==> src/rtl/core/hsbp_ram.sv <==
`default_nettype none

module hsbp_ram #(
  parameter int unsigned WIDTH = 8,
  parameter int unsigned DEPTH = 256
) (
  input  wire logic                     clk_i,
  input  wire logic                     we_i,
  input  wire logic [$clog2(DEPTH)-1:0] waddr_i,
  input  wire logic [WIDTH-1:0]         wdata_i,
  input  wire logic                     re_i,
  input  wire logic [$clog2(DEPTH)-1:0] raddr_i,
  output logic      [WIDTH-1:0]         rdata_o
);

  logic [WIDTH-1:0] mem_q [DEPTH];

  always_ff @(posedge clk_i) begin
    if (we_i) begin
      mem_q[waddr_i] <= wdata_i;
    end
    if (re_i) begin
      rdata_o <= mem_q[raddr_i];
    end
  end

endmodule

`default_nettype wire

==> config.mk <==
export PLATFORM = sky130hd
export DESIGN_NAME = hsbp_ram
export DESIGN_NICKNAME = d
export VERILOG_FILES = /design/src/rtl/core/hsbp_ram.sv
export SDC_FILE = /design/constraint.sdc
export NUM_CORES = 2
export LEC_CHECK = 0
export ABC_AREA = 1
export ABC_CLOCK_PERIOD_IN_PS = 3100
export BUFFER_PORTS_ARGS = -buffer_cell sky130_fd_sc_hd__buf_2
export CAP_MARGIN = 20
export CORE_MARGIN = 2
export CORE_UTILIZATION = 35
export CTS_CLUSTER_DIAMETER = 150
export DETAILED_ROUTE_END_ITERATION = 10
export PLACE_DENSITY_LB_ADDON = 0.05
export SETUP_SLACK_MARGIN = 0.5
export SLEW_MARGIN = 5
export SYNTH_ARGS = -nofsm -noshare
export SYNTH_HDL_FRONTEND = slang
export SYNTH_SLANG_ARGS = --single-unit
==> constraint.sdc <==
create_clock -name clk_i -period 3.1 [get_ports clk_i]
set_clock_uncertainty 0.15 [all_clocks]
set_input_delay 0.155 -clock clk_i [delete_from_list [all_inputs] [get_ports clk_i]]
set_output_delay 0.155 -clock clk_i [all_outputs]
set_load 0.05 [all_outputs]
==> results.md <==
- Status: finished clean
- Num CTS Buffers: roughly 230
- Total negative slack: 0 ps
- Avg Inst Size Synth: roughly 12 µm²
- Peak supply drop: about 0.00047 V
- Die W: roughly 490 µm
- Critical path data arrival time: between 2000 and 3000 ps
- Crit. End Element: register
- Starting DRT DRC Count: ~4700
- CP max-delay cell: nand3_1
- Hold path cells: 5
- Reg2Reg Depth: 10
- Vias in the first global route: ~54000
- DP Cell Count: around 10000
- Synth area leaders: edfxtp_1 (74%), nand3_1 (12%), nand2_1 (9.5%)
- Final Max Slew Viols: 0
- HP Class: in2reg
- DR pass1 iterations: 6
- Critical path, cell by cell: nand2_1 -> nand3_1 -> nand3_1 -> nand3_1 -> nand3_1 -> nand3_1 -> nand3_1 -> nand2_1 -> nand2_1 -> nand2_1
- Synth warnings: 0
- EDFF count, synth: roughly 2100
- Met2 Wirelength: roughly 130 mm
- Synth Instances: around 7000
- Post-route antenna net violation count: 0
- Max Used Layer: met5
- Leak: about 35 nW
- Crit path largest cell delay: 390 ps
- Clock root buffer: clkbuf_16
- Power Density: 623 nW/µm²
- Synth Register Bits: 2056
- Worst reg2reg startpoint: mem_q[235][5]$_DFFE_PP_
- Worst-path fanout max: 1
- CP Buf/Inv Count: 0
- Routed vias/inst: approximately 5.2
- Worst Hold End: mem_q[206][7]$_DFFE_PP_
- Tightest Pin Transition: 1150 ps
- Initial antenna violation count: 12
- Vias: around 55000
- Grt total ovfl: 0
- Row count: 179
- I/O Pins: 35
- Area share of the largest cell type after synthesis: approximately 74%
- Largest net degree at the start of global routing: 80
- Max-cap violation count: 0
- Fmax: roughly 0.41 GHz
- Met3 WL: roughly 12 mm
- Max clock buf depth: 3
- Cell with the most instances after synthesis: nand2_1
- Largest delay share family, worst path: simple AND/OR/NAND/NOR gates
- Post-synth cell types: 13
- Headroom to the max-slew limit: about 23%
- Worst Setup Start Kind: register
- Wire length per cell: between 20 and 30 µm
- DIE AREA: between 200000 and 250000 µm²
- FF-to-FF setup slack: 680 ps
- Part of the cycle the worst path needs: approximately four fifths
- CP dominant cell by count: nand3_1
- Minimum clock period: 2420 ps
- Post-route DRC: 0
- Worst-path clk slew: around 60 ps
- Area growth syn-to-layout: 17.5%
- CTS tree: built
- Final Wtd Congestion: just over 0.8
- Top FF cell, synth: edfxtp_1
- Layout cells sized above 1: a little under an eighth
- Reg2reg end: rdata_o[5]$_DFFE_PP_
- DRT met1 WL: about 130 mm
- PortBufs: 34
- Layout Nets: ~7400
- Commonest cells post-synth: nand2_1 (2123), edfxtp_1 (2056), nand3_1 (2019)
- DIE HEIGHT: ~490 µm
- # Post-CTS Setup Buffers: 0
- Total track usage: 22.8%
- FFs w/ async S/R, synth: 0%
- Data required time of the worst path: 3580 ps
- Clk sink count: approximately 2100
- Area leader, netlist: edfxtp_1
- Seq/Total Area, Yosys: about three quarters
- Final Hold Fails: 0
- Total power: 0.0610 W
- Core area: 238000 µm²
- Critical path class: reg2reg
- RSZ-0062 raised after global routing: false
- Cell area after synthesis: around 83000 µm²
- Post-Route WL: roughly 280 mm
- Worst-Skew Late Latency: roughly 890 ps
- Mapped Nets: around 7000
- Hold Path Origin: waddr_i[1]
- H-tree depth: 4
- Non-Filler Instances: around 11000
- Initial Utilization: a little over a third
- Global-route wire length before repair: approximately 400 mm
- Setup violators final: 0
- Hold_ws: 66.3 ps
- DP HPWL: 172 mm
[flip-flops by register name (all words and copies together), names as in the netlist]
register	flops
mem_q	2048
rdata_o	8
[worst max-delay path by stage]
| stage | from | endpoint | cells past startpoint |
|---|---|---|---|
| final | mem_q[235][5]$_DFFE_PP_ | rdata_o[5]$_DFFE_PP_ | 10 |
| after global routing | mem_q[37][3]$_DFFE_PP_ | rdata_o[3]$_DFFE_PP_ | 10 |
| after CTS | mem_q[49][0]$_DFFE_PP_ | rdata_o[0]$_DFFE_PP_ | 10 |
| after detailed placement | raddr_i[0] | rdata_o[1]$_DFFE_PP_ | 14 |
| after global placement | raddr_i[0] | rdata_o[0]$_DFFE_PP_ | 14 |
| after floorplan | we_i | mem_q[162][0]$_DFFE_PP_ | 4 |
[placed cells by master, fill, tap and decap left out, drive strengths merged]
master,count
edfxtp,2056
nand2,2123
diode,3
bufinv,17
clkinv,111
nand3,2019
buf,572
nor2,283
clkinvlp,3
clkbuf,279
dlygate4sd3,20
inv,45
[per-layer routing]
metal / vias to the layer above / track usage (%)
li1: 25583 / -
met5: - / 0
met1: 27993 / 32.7
met4: 2 / 5.54
met3: 299 / 2.76
met2: 1304 / 36.8
[final cells by class]
cell class / instances / area [µm²]
fillers: 22507 / 140000
well taps: 3167 / 3960
repair buffers: 592 / 5850
clock inverters: 137 / 1200
diodes: 3 / 7.51
multi-input cells: 4425 / 19200
flip-flops and latches: 2056 / 61700
clock buffers: 279 / 5940
inverters: 39 / 183
[worst min-delay path: stages]
cell and delay [ps]:
buf_2 140, nand2_1 160, nor2_1 90, inv_1 150
nor2_1 190
[where the power goes]
part           internal (W)  leakage (nW)  switching [W]  total, W
Sequential           0.0307          18.5      0.0000348    0.0307
Combinational       0.00108          12.6        0.00302   0.00410
Clock                0.0149          3.49         0.0113    0.0263
Total                0.0467          34.6         0.0144    0.0610
[cells by family (layout without fill, tap and decap cells)]
group	after synthesis	count (layout)	synth area share (%)
other cells	0	3	0
simple gates	4425	4425	22.9
buf+inv	522	1047	3.12
flops	2056	2056	74.0
[stage by stage]
| stage | utilization, % | setup slack [ps] | area (µm²) |
|---|---|---|---|
| after floorplan | - | 1300 | 83500 |
| after global placement | 38.2 | -48.8 | 90700 |
| after detailed placement | 38.2 | -46.4 | 90700 |
| after CTS | 41.3 | 632 | 98100 |
| after global routing | 41.3 | 552 | 98100 |
| final | 41.3 | 678 | 98100 |
[what timing repair did]
action / in CTS / in global routing
hold endpoints to repair: 2057 / 0
gates resized for setup: 0 / 1
hold buffers: 20 / 0
setup endpoints to repair: 0 / 8
Note: power is estimated with default switching activity, not from simulation.
